File: src/rtl/core/pbwf_pkg.sv
// shared types and constants for the protobuf wire field decoder
`default_nettype none
package pbwf_pkg;

	// largest accepted length-delimited payload
	localparam int MAX_STRING_LEN = 65535;
	localparam int LEN_W = $clog2(MAX_STRING_LEN + 1);

	// record queue between parser and output stage, power of two
	localparam int FIFO_DEPTH = 4;

	localparam int FIELD_W = 29;

	localparam logic [1:0] KIND_SCALAR = 2'd0;
	localparam logic [1:0] KIND_STR_HDR = 2'd1;
	localparam logic [1:0] KIND_STR_BYTE = 2'd2;
	localparam logic [1:0] KIND_END = 2'd3;

	localparam logic [1:0] ST_OK = 2'd0;
	localparam logic [1:0] ST_TRUNC = 2'd1;
	localparam logic [1:0] ST_BAD_TAG = 2'd2;
	localparam logic [1:0] ST_OVERSIZE = 2'd3;

	localparam logic [2:0] WIRE_VARINT = 3'd0;
	localparam logic [2:0] WIRE_FIXED64 = 3'd1;
	localparam logic [2:0] WIRE_LEN = 3'd2;
	localparam logic [2:0] WIRE_FIXED32 = 3'd5;

	typedef struct packed {
		logic [7:0] data_byte;
		logic       end_of_message;
	} pbwf_in_t;

	typedef struct packed {
		logic [1:0]         record_kind;
		logic [FIELD_W-1:0] field_number;
		logic [2:0]         wire_type;
		logic [63:0]        value;
		logic               last_record;
		logic [1:0]         status;
	} pbwf_out_t;

	// record between parser and output stage, zigzag still pending
	typedef struct packed {
		pbwf_out_t rec;
		logic      zigzag;
	} pbwf_rec_t;

endpackage
`default_nettype wire

File: src/rtl/core/pbwf_parse.sv
// front end: byte-wise tag, varint, fixed and length parsing into records
`default_nettype none
module pbwf_parse
	import pbwf_pkg::*;
(
	input  wire logic               clk,
	input  wire logic               arst_n,
	input  wire logic               accept,
	input  wire pbwf_in_t           item,
	input  wire logic [FIELD_W-1:0] signed_field_a,
	input  wire logic [FIELD_W-1:0] signed_field_b,
	output logic                    rec_valid,
	output pbwf_rec_t               rec
);

	typedef enum logic [2:0] {
		PH_TAG,
		PH_VAR,
		PH_F64,
		PH_F32,
		PH_LEN,
		PH_PAY,
		PH_DROP
	} phase_t;

	phase_t             phase_q, n_phase;
	logic [63:0]        acc_q, n_acc;
	logic [6:0]         shift_q, n_shift;
	logic [FIELD_W-1:0] field_q, n_field;
	logic [2:0]         wire_q, n_wire;
	logic [LEN_W-1:0]   left_q, n_left, left_dec;
	logic [1:0]         err_q, n_err;

	logic [7:0]  b;
	logic [63:0] var_acc, fix_acc;
	logic        overlong, fix_done;
	logic        emit;
	logic [1:0]  kind;
	logic [63:0] val;

	assign b = item.data_byte;
	assign var_acc = acc_q | (64'(b[6:0]) << shift_q[5:0]);
	assign fix_acc = acc_q | (64'(b) << shift_q[5:0]);
	// continuation past the tenth byte
	assign overlong = b[7] && (shift_q > 7'd56);
	assign fix_done = shift_q >= ((phase_q == PH_F64) ? 7'd56 : 7'd24);
	assign left_dec = (left_q != '0) ? left_q - LEN_W'(1) : left_q;

	always_comb begin
		n_phase = phase_q;
		n_acc = acc_q;
		n_shift = shift_q;
		n_field = field_q;
		n_wire = wire_q;
		n_left = left_q;
		n_err = err_q;
		emit = 1'b0;
		kind = KIND_SCALAR;
		val = '0;

		case (phase_q)
			PH_TAG, PH_VAR, PH_LEN: begin
				if (!b[7]) begin
					n_acc = '0;
					n_shift = '0;
					case (phase_q)
						PH_TAG: begin
							if (var_acc == '0 || var_acc[63:32] != '0) begin
								n_err = ST_BAD_TAG;
								n_phase = PH_DROP;
							end else begin
								n_field = var_acc[FIELD_W+2:3];
								n_wire = var_acc[2:0];
								case (var_acc[2:0])
									WIRE_VARINT: n_phase = PH_VAR;
									WIRE_FIXED64: n_phase = PH_F64;
									WIRE_LEN: n_phase = PH_LEN;
									WIRE_FIXED32: n_phase = PH_F32;
									default: begin
										n_err = ST_BAD_TAG;
										n_phase = PH_DROP;
									end
								endcase
							end
						end
						PH_VAR: begin
							emit = 1'b1;
							val = var_acc;
							n_phase = PH_TAG;
						end
						default: begin
							if (var_acc > 64'(MAX_STRING_LEN)) begin
								n_err = ST_OVERSIZE;
								n_phase = PH_DROP;
							end else begin
								emit = 1'b1;
								kind = KIND_STR_HDR;
								val = var_acc;
								n_left = var_acc[LEN_W-1:0];
								n_phase = (var_acc[LEN_W-1:0] != '0) ? PH_PAY : PH_TAG;
							end
						end
					endcase
				end else if (overlong) begin
					n_err = ST_OVERSIZE;
					n_phase = PH_DROP;
					n_acc = '0;
					n_shift = '0;
				end else begin
					n_acc = var_acc;
					n_shift = shift_q + 7'd7;
				end
			end
			PH_F64, PH_F32: begin
				if (fix_done) begin
					emit = 1'b1;
					val = fix_acc;
					n_acc = '0;
					n_shift = '0;
					n_phase = PH_TAG;
				end else begin
					n_acc = fix_acc;
					n_shift = shift_q + 7'd8;
				end
			end
			PH_PAY: begin
				emit = 1'b1;
				kind = KIND_STR_BYTE;
				val = 64'(b);
				n_left = left_dec;
				if (left_dec == '0) begin
					n_phase = PH_TAG;
				end
			end
			default: begin
			end
		endcase
	end

	always_comb begin
		rec.rec.record_kind = kind;
		rec.rec.field_number = field_q;
		rec.rec.wire_type = wire_q;
		rec.rec.value = val;
		rec.rec.last_record = 1'b0;
		rec.rec.status = ST_OK;
		rec.zigzag = (phase_q == PH_VAR) &&
			(field_q == signed_field_a || field_q == signed_field_b);
		if (item.end_of_message) begin
			rec.rec.last_record = 1'b1;
			if (n_err != ST_OK) begin
				rec.rec.status = n_err;
			end else if (n_phase != PH_TAG) begin
				rec.rec.status = ST_TRUNC;
			end
			if (!emit) begin
				rec.rec.record_kind = KIND_END;
				rec.rec.field_number = '0;
				rec.rec.wire_type = '0;
				rec.rec.value = '0;
				rec.zigzag = 1'b0;
			end
		end
		rec_valid = accept && (emit || item.end_of_message);
	end

	always_ff @(posedge clk or negedge arst_n) begin
		if (!arst_n) begin
			phase_q <= PH_TAG;
			acc_q <= '0;
			shift_q <= '0;
			field_q <= '0;
			wire_q <= '0;
			left_q <= '0;
			err_q <= ST_OK;
		end else if (accept) begin
			if (item.end_of_message) begin
				// message closed, start fresh
				phase_q <= PH_TAG;
				acc_q <= '0;
				shift_q <= '0;
				field_q <= '0;
				wire_q <= '0;
				left_q <= '0;
				err_q <= ST_OK;
			end else begin
				phase_q <= n_phase;
				acc_q <= n_acc;
				shift_q <= n_shift;
				field_q <= n_field;
				wire_q <= n_wire;
				left_q <= n_left;
				err_q <= n_err;
			end
		end
	end

endmodule
`default_nettype wire

File: src/rtl/core/pbwf_fifo.sv
// short record queue between the parser and the output stage
`default_nettype none
module pbwf_fifo
	import pbwf_pkg::*;
(
	input  wire logic      clk,
	input  wire logic      arst_n,
	input  wire logic      wr_en,
	input  wire pbwf_rec_t wr_data,
	input  wire logic      rd_en,
	output pbwf_rec_t      rd_data,
	output logic           full,
	output logic           not_empty
);

	localparam int PTR_W = $clog2(FIFO_DEPTH);

	pbwf_rec_t        mem_q [FIFO_DEPTH];
	logic [PTR_W-1:0] wr_ptr_q, rd_ptr_q;
	logic [PTR_W:0]   cnt_q;

	assign full = cnt_q == (PTR_W + 1)'(FIFO_DEPTH);
	assign not_empty = cnt_q != '0;
	assign rd_data = mem_q[rd_ptr_q];

	always_ff @(posedge clk) begin
		if (wr_en) begin
			mem_q[wr_ptr_q] <= wr_data;
		end
	end

	always_ff @(posedge clk or negedge arst_n) begin
		if (!arst_n) begin
			wr_ptr_q <= '0;
			rd_ptr_q <= '0;
			cnt_q <= '0;
		end else begin
			if (wr_en) begin
				wr_ptr_q <= wr_ptr_q + PTR_W'(1);
			end
			if (rd_en) begin
				rd_ptr_q <= rd_ptr_q + PTR_W'(1);
			end
			if (wr_en && !rd_en) begin
				cnt_q <= cnt_q + (PTR_W + 1)'(1);
			end else if (rd_en && !wr_en) begin
				cnt_q <= cnt_q - (PTR_W + 1)'(1);
			end
		end
	end

endmodule
`default_nettype wire

File: src/rtl/core/pbwf_emit.sv
// back end: zigzag decode and output register
`default_nettype none
module pbwf_emit
	import pbwf_pkg::*;
(
	input  wire logic      clk,
	input  wire logic      arst_n,
	input  wire logic      rec_avail,
	input  wire pbwf_rec_t rec,
	output logic           rec_take,
	input  wire logic      pop,
	output logic           empty,
	output pbwf_out_t      result
);

	logic      valid_q;
	pbwf_out_t out_q;
	pbwf_out_t decoded;

	always_comb begin
		decoded = rec.rec;
		if (rec.zigzag) begin
			decoded.value = (rec.rec.value >> 1) ^ {64{rec.rec.value[0]}};
		end
	end

	assign rec_take = rec_avail && (!valid_q || pop);
	assign empty = !valid_q;
	assign result = out_q;

	always_ff @(posedge clk) begin
		if (rec_take) begin
			out_q <= decoded;
		end
	end

	always_ff @(posedge clk or negedge arst_n) begin
		if (!arst_n) begin
			valid_q <= 1'b0;
		end else if (rec_take) begin
			valid_q <= 1'b1;
		end else if (pop) begin
			valid_q <= 1'b0;
		end
	end

endmodule
`default_nettype wire

File: src/rtl/core/protobuf_wire_field_decoder.sv
// protobuf wire field decoder: one message byte per cycle in, one record per cycle out
// while the record queue has room and the receiver pops; the result is registered
// throughput: one byte per cycle unless the queue is full, set by the per-byte parse update
// records pass through a four-entry queue and an output register
// reset: parser back to expecting a tag, queue and output register empty, zigzag fields at 3 and 9
`default_nettype none
module protobuf_wire_field_decoder
	import pbwf_pkg::*;
(
	input  wire logic        clk,
	input  wire logic        arst_n,
	input  wire logic        push,
	output logic             full,
	input  wire pbwf_in_t    item,
	output logic             empty,
	input  wire logic        pop,
	output pbwf_out_t        result,
	input  wire logic        psel,
	input  wire logic        penable,
	input  wire logic        pwrite,
	input  wire logic [2:0]  paddr,
	input  wire logic [31:0] pwdata,
	output logic [31:0]      prdata,
	output logic             pready
);

	logic [FIELD_W-1:0] sfa_q, sfb_q;
	logic               cfg_wr;
	logic               accept;
	logic               rec_valid;
	pbwf_rec_t          rec_in, rec_out;
	logic               fifo_not_empty, rec_take;

	assign pready = 1'b1;
	assign cfg_wr = psel && penable && pwrite && pready;
	assign prdata = paddr[2] ? 32'(sfb_q) : 32'(sfa_q);

	always_ff @(posedge clk or negedge arst_n) begin
		if (!arst_n) begin
			sfa_q <= FIELD_W'(3);
			sfb_q <= FIELD_W'(9);
		end else if (cfg_wr) begin
			if (paddr[2]) begin
				sfb_q <= pwdata[FIELD_W-1:0];
			end else begin
				sfa_q <= pwdata[FIELD_W-1:0];
			end
		end
	end

	assign accept = push && !full;

	pbwf_parse u_parse (
		.clk            (clk),
		.arst_n         (arst_n),
		.accept         (accept),
		.item           (item),
		.signed_field_a (sfa_q),
		.signed_field_b (sfb_q),
		.rec_valid      (rec_valid),
		.rec            (rec_in)
	);

	pbwf_fifo u_fifo (
		.clk       (clk),
		.arst_n    (arst_n),
		.wr_en     (rec_valid),
		.wr_data   (rec_in),
		.rd_en     (rec_take),
		.rd_data   (rec_out),
		.full      (full),
		.not_empty (fifo_not_empty)
	);

	pbwf_emit u_emit (
		.clk       (clk),
		.arst_n    (arst_n),
		.rec_avail (fifo_not_empty),
		.rec       (rec_out),
		.rec_take  (rec_take),
		.pop       (pop),
		.empty     (empty),
		.result    (result)
	);

endmodule
`default_nettype wire

File: config.mk
export PLATFORM = sky130hd
export DESIGN_NAME = protobuf_wire_field_decoder
export DESIGN_NICKNAME = d
export VERILOG_FILES = /design/src/rtl/core/pbwf_pkg.sv /design/src/rtl/core/pbwf_parse.sv /design/src/rtl/core/pbwf_fifo.sv /design/src/rtl/core/pbwf_emit.sv /design/src/rtl/core/protobuf_wire_field_decoder.sv
export SDC_FILE = /design/constraint.sdc
export NUM_CORES = 1
export LEC_CHECK = 0
export ABC_CLOCK_PERIOD_IN_PS = 13100
export BUFFER_PORTS_ARGS = -buffer_cell sky130_fd_sc_hd__buf_4
export CORE_ASPECT_RATIO = 0.9
export CORE_UTILIZATION = 41
export CTS_CLUSTER_DIAMETER = 100
export DETAILED_ROUTE_END_ITERATION = 8
export GPL_TIMING_DRIVEN = 0
export PLACE_DENSITY = 0.67
export SLEW_MARGIN = 5
export SYNTH_ARGS = -nofsm -noshare
export SYNTH_HDL_FRONTEND = slang
export SYNTH_SLANG_ARGS = --single-unit
export TNS_END_PERCENT = 10
File: constraint.sdc
create_clock -name clk -period 13.1 [get_ports clk]
set_input_delay 0.655 -clock clk [delete_from_list [all_inputs] [get_ports clk]]
set_output_delay 0.655 -clock clk [all_outputs]
set_load 0.1 [all_outputs]
==> metrics.md <==
| Metric | Value |
|---|---|
| Sequential share of the synthesized area | 0.624 |
| Pin count of the biggest net entering global routing | 103 |
| Layout Nets | 2716 |
| Final setup violation count | 0 |
| Warnings, synthesis | 0 |
| Die width | 297 µm |
| Count of boundary I/O pins | 187 |
| Share of synthesized registers carrying an async set or reset | 0.272 |
| Avg Vias per Cell | 5.97 |
| Crit end category | register |
| Post-synth EDFFs | 509 |
| Max Cap Violations | 0 |
| Antenna violations before repair | 0 |
| Clock latency on the worst-skew pair | 650 ps |
| Drt total wl | 98100 µm |
| Layout cell share with drive strength beyond 1 | 0.215 |
| Maximum buffer depth of the clock tree | 3 |
| Most used flip-flop cell after synthesis | edfxtp_1 |
| Data arrival time of the critical path | 6750 ps |
| DP HPWL | 70000 µm |
| Hold bufs inserted after CTS | 0 |
| DR vias | 22.4k |
| First-pass iteration count of the detailed router | 6 |
| Total clock buffers created by CTS | 77 |
| Floorplan core area | 77700 µm² |
| DRC violations left | 0 |
| Violation count after the first detailed-routing iteration | 2814 |
| CTS root buffer | clkbuf_16 |
| Clock-pin slew of the registers on the worst-case setup and hold paths | 60 ps |
| Number of buffers inserted by port buffering | 177 |
| P per Cell Area | 280 nW/µm² |
| FF-to-FF path depth | 12 |
| Number of synthesized register bits | 699 |
| Run status | finished, final reports clean |
| Average instance area after synthesis | 13.5 µm² |
| WS Path Type | register to register |
| Via count of the first global-routing pass | 21.9k |
| Aggregate negative setup slack | 0 ps |
| Timing-limited maximum frequency | 154 MHz |
| Sink Count | 699 |
| DRT antenna net count | 0 |
| Routed wirelength normalized by instance count | 26.1 µm |
| Post-CTS sizing | 0 |
| Count of final hold-check violations | 0 |
| GRT Util Overall | 0.244 |
| Slew Limit Fails | 0 |
| Number of cells in the finished layout apart from fillers | 3756 |
| Unrepaired setup endpoints after global routing | false |
| Required @ worst endpoint | 13360 ps |
| Die Footprint | 79500 µm² |
| Number of buffers inserted by post-CTS setup repair | 0 |
| CP Launch Type | register |
| Worst setup startpoint | u_parse.shift_q[3] |
| Total power of the final layout | 10600 µW |
| Biggest fanout along the worst timing path | 10 |
| Register area | 20000 µm² |
| Die Span Y | 268 µm |
| H-tree depth | 3 |
| GRT Residual Overflow | 0 |
| Worst-Margin Slew | 1330 ps |
| Leakage power summed over all cells | 0.0137 µW |
| Worst Hold Class | input pin to async pin |
| Synthesis-to-finish area growth | 17.4% |
| Worst-case vdd ir drop | 203 µV |
| Layout Skew | 41.8 ps |
| Ant diodes | 0 |
| Area occupied by multi-input gates | 11300 µm² |
| Cell count after placement | 3613 |
| Global-route wire length before repair | 145000 µm |
| Summed instance area of the synthesized netlist | 32100 µm² |
| Share of the clock period used by the worst path after layout | 0.496 |
| Initial core utilization | 0.414 |
| Placer Congestion | 0.988 |
| Reg-to-Reg Start | u_parse.shift_q[3] |
| Netlist cell types | 98 |
| Synthesized instance count | 2382 |
| Number of fill cells | 6705 |
| Count of standard-cell rows | 97 |
| Minimum clock period after layout | 6490 ps |
| Worst max-slew margin expressed relative to the limit | 0.102 |
| Clock tree from TritonCTS | yes |
==> report_power, final <==
part           total (µW)  switching, µW  internal (µW)  leakage (µW)
Sequential           3320            288           3030       0.00724
Combinational        5060           3610           1440       0.00516
Clock                2180            911           1270       0.00125
Total               10600           4810           5740        0.0137
==> worst max-delay path, cell delays in order, from the launching register on <==
cell and delay [ps]:
dfrtp_1 450, clkbuf_1 390, clkbuf_1 440, nand2b_1 370, nor2_1 200, a221oi_1 1070, nand4_1 190, nor4bb_1 630
and2_1 340, a32oi_2 360, and2_4 310, clkbuf_1 270, o21ai_0 1110
==> synth_stat cells, types with 9 or more instances <==
library cell  number  area, µm²
a21oi_1          206       1030
a22o_1            23        201
a31oi_1           28        175
a32o_1             9       90.1
and2_1            13       81.3
buf_1             32        120
buf_6              9        101
clkbuf_1         113        424
dfrtp_1          186       4650
edfxtp_1         509      15300
ha_1              11        138
inv_1             23       86.3
mux2_2            94       1060
mux2i_1            9       90.1
mux4_2           106       2390
nand2_1          130        488
nand3_1           26        130
nand4_1           13       81.3
nor2_1           215        807
nor2b_1           47        294
nor3_1            24        120
nor4_1            25        156
o21ai_0           97        485
o21ai_1           45        225
o22a_1            10       87.6
o22ai_1           28        175
o31ai_1           12       90.1
o41ai_1           22        193
o41ai_2           11        179
xnor2_1           86        753
xor2_1            41        359
==> layout make-up <==
class | count | share of cell area
plain buffers | 167 | 0.0191
repair buffers | 190 | 0.0443
clock buffers | 94 | 0.0536
inverters | 25 | 0.00249
multi-input cells | 1493 | 0.300
flip-flops and latches | 699 | 0.531
clock inverters | 49 | 0.0148
well taps | 1039 | 0.0345
==> stage by stage <==
step	hold WS, ps	cell area (µm²)	setup WS [ps]	utilization
floorplan	359	32100	5930	-
global placement	460	34800	2860	0.448
detailed placement	468	35100	6910	0.452
CTS	67.5	37700	7000	0.486
global route	90.8	37700	6550	0.486
finish	50.9	37700	6610	0.486
==> logic make-up (layout without fill, tap and decap cells) <==
logic type | after synthesis | after routing | synth area share
AOI/OAI and AO/OA | 574 | 574 | 0.115
muxes | 212 | 212 | 0.111
adders and majority gates | 12 | 12 | 0.00491
and+or+nand+nor | 564 | 564 | 0.0846
DFF | 699 | 699 | 0.624
buffers and inverters | 192 | 525 | 0.0254
xor gates and xnor gates | 127 | 127 | 0.0346
other | 2 | 4 | 0.000234
==> state kept, by name, summed over array words and instances, names as in the netlist, 3 cells and up <==
register,cells
u_parse.left_q,16
u_fifo.cnt_q,3
u_parse.wire_q,3
u_parse.phase_q,3
u_fifo.mem_q,408
sfb_q,29
u_emit.result,101
u_parse.shift_q,7
u_parse.field_q,29
sfa_q,29
u_parse.acc_q,64
==> cell usage in the layout, fill, tap and decap left out, types with 28 or more instances in the layout <==
cell / synthesis / final
xnor2_1: 86 / 86
o22ai_1: 28 / 28
dfrtp_1: 186 / 186
clkbuf_16: 0 / 77
buf_1: 32 / 32
mux2_2: 94 / 94
mux4_2: 106 / 106
a31oi_1: 28 / 28
a21oi_1: 206 / 205
nand2_1: 130 / 130
o21ai_1: 45 / 45
o21ai_0: 97 / 97
xor2_1: 41 / 41
clkbuf_1: 113 / 127
nor2_1: 215 / 215
buf_4: 4 / 180
edfxtp_1: 509 / 509
nor2b_1: 47 / 47
==> worst paths after layout <==
check	endpoint	slack [ps]
max in group asynchronous	u_parse.acc_q[34]	11930
worst max-delay path	u_fifo.mem_q[0][5]	6610
worst max register to register	u_fifo.mem_q[0][5]	6610
worst min-delay path	sfb_q[9]	50
min in group clk	u_emit.valid_q	210
worst min register to register	u_parse.acc_q[5]	480
==> metal layers <==
layer  part of all wire  GRT usage  wire length, µm
met1               0.44      0.356            42800
met5                  0          0                0
met2               0.45      0.365            43900
met4              0.027     0.0756             2690
met3              0.089     0.0518             8720
Power figures use the tool's default switching activity.
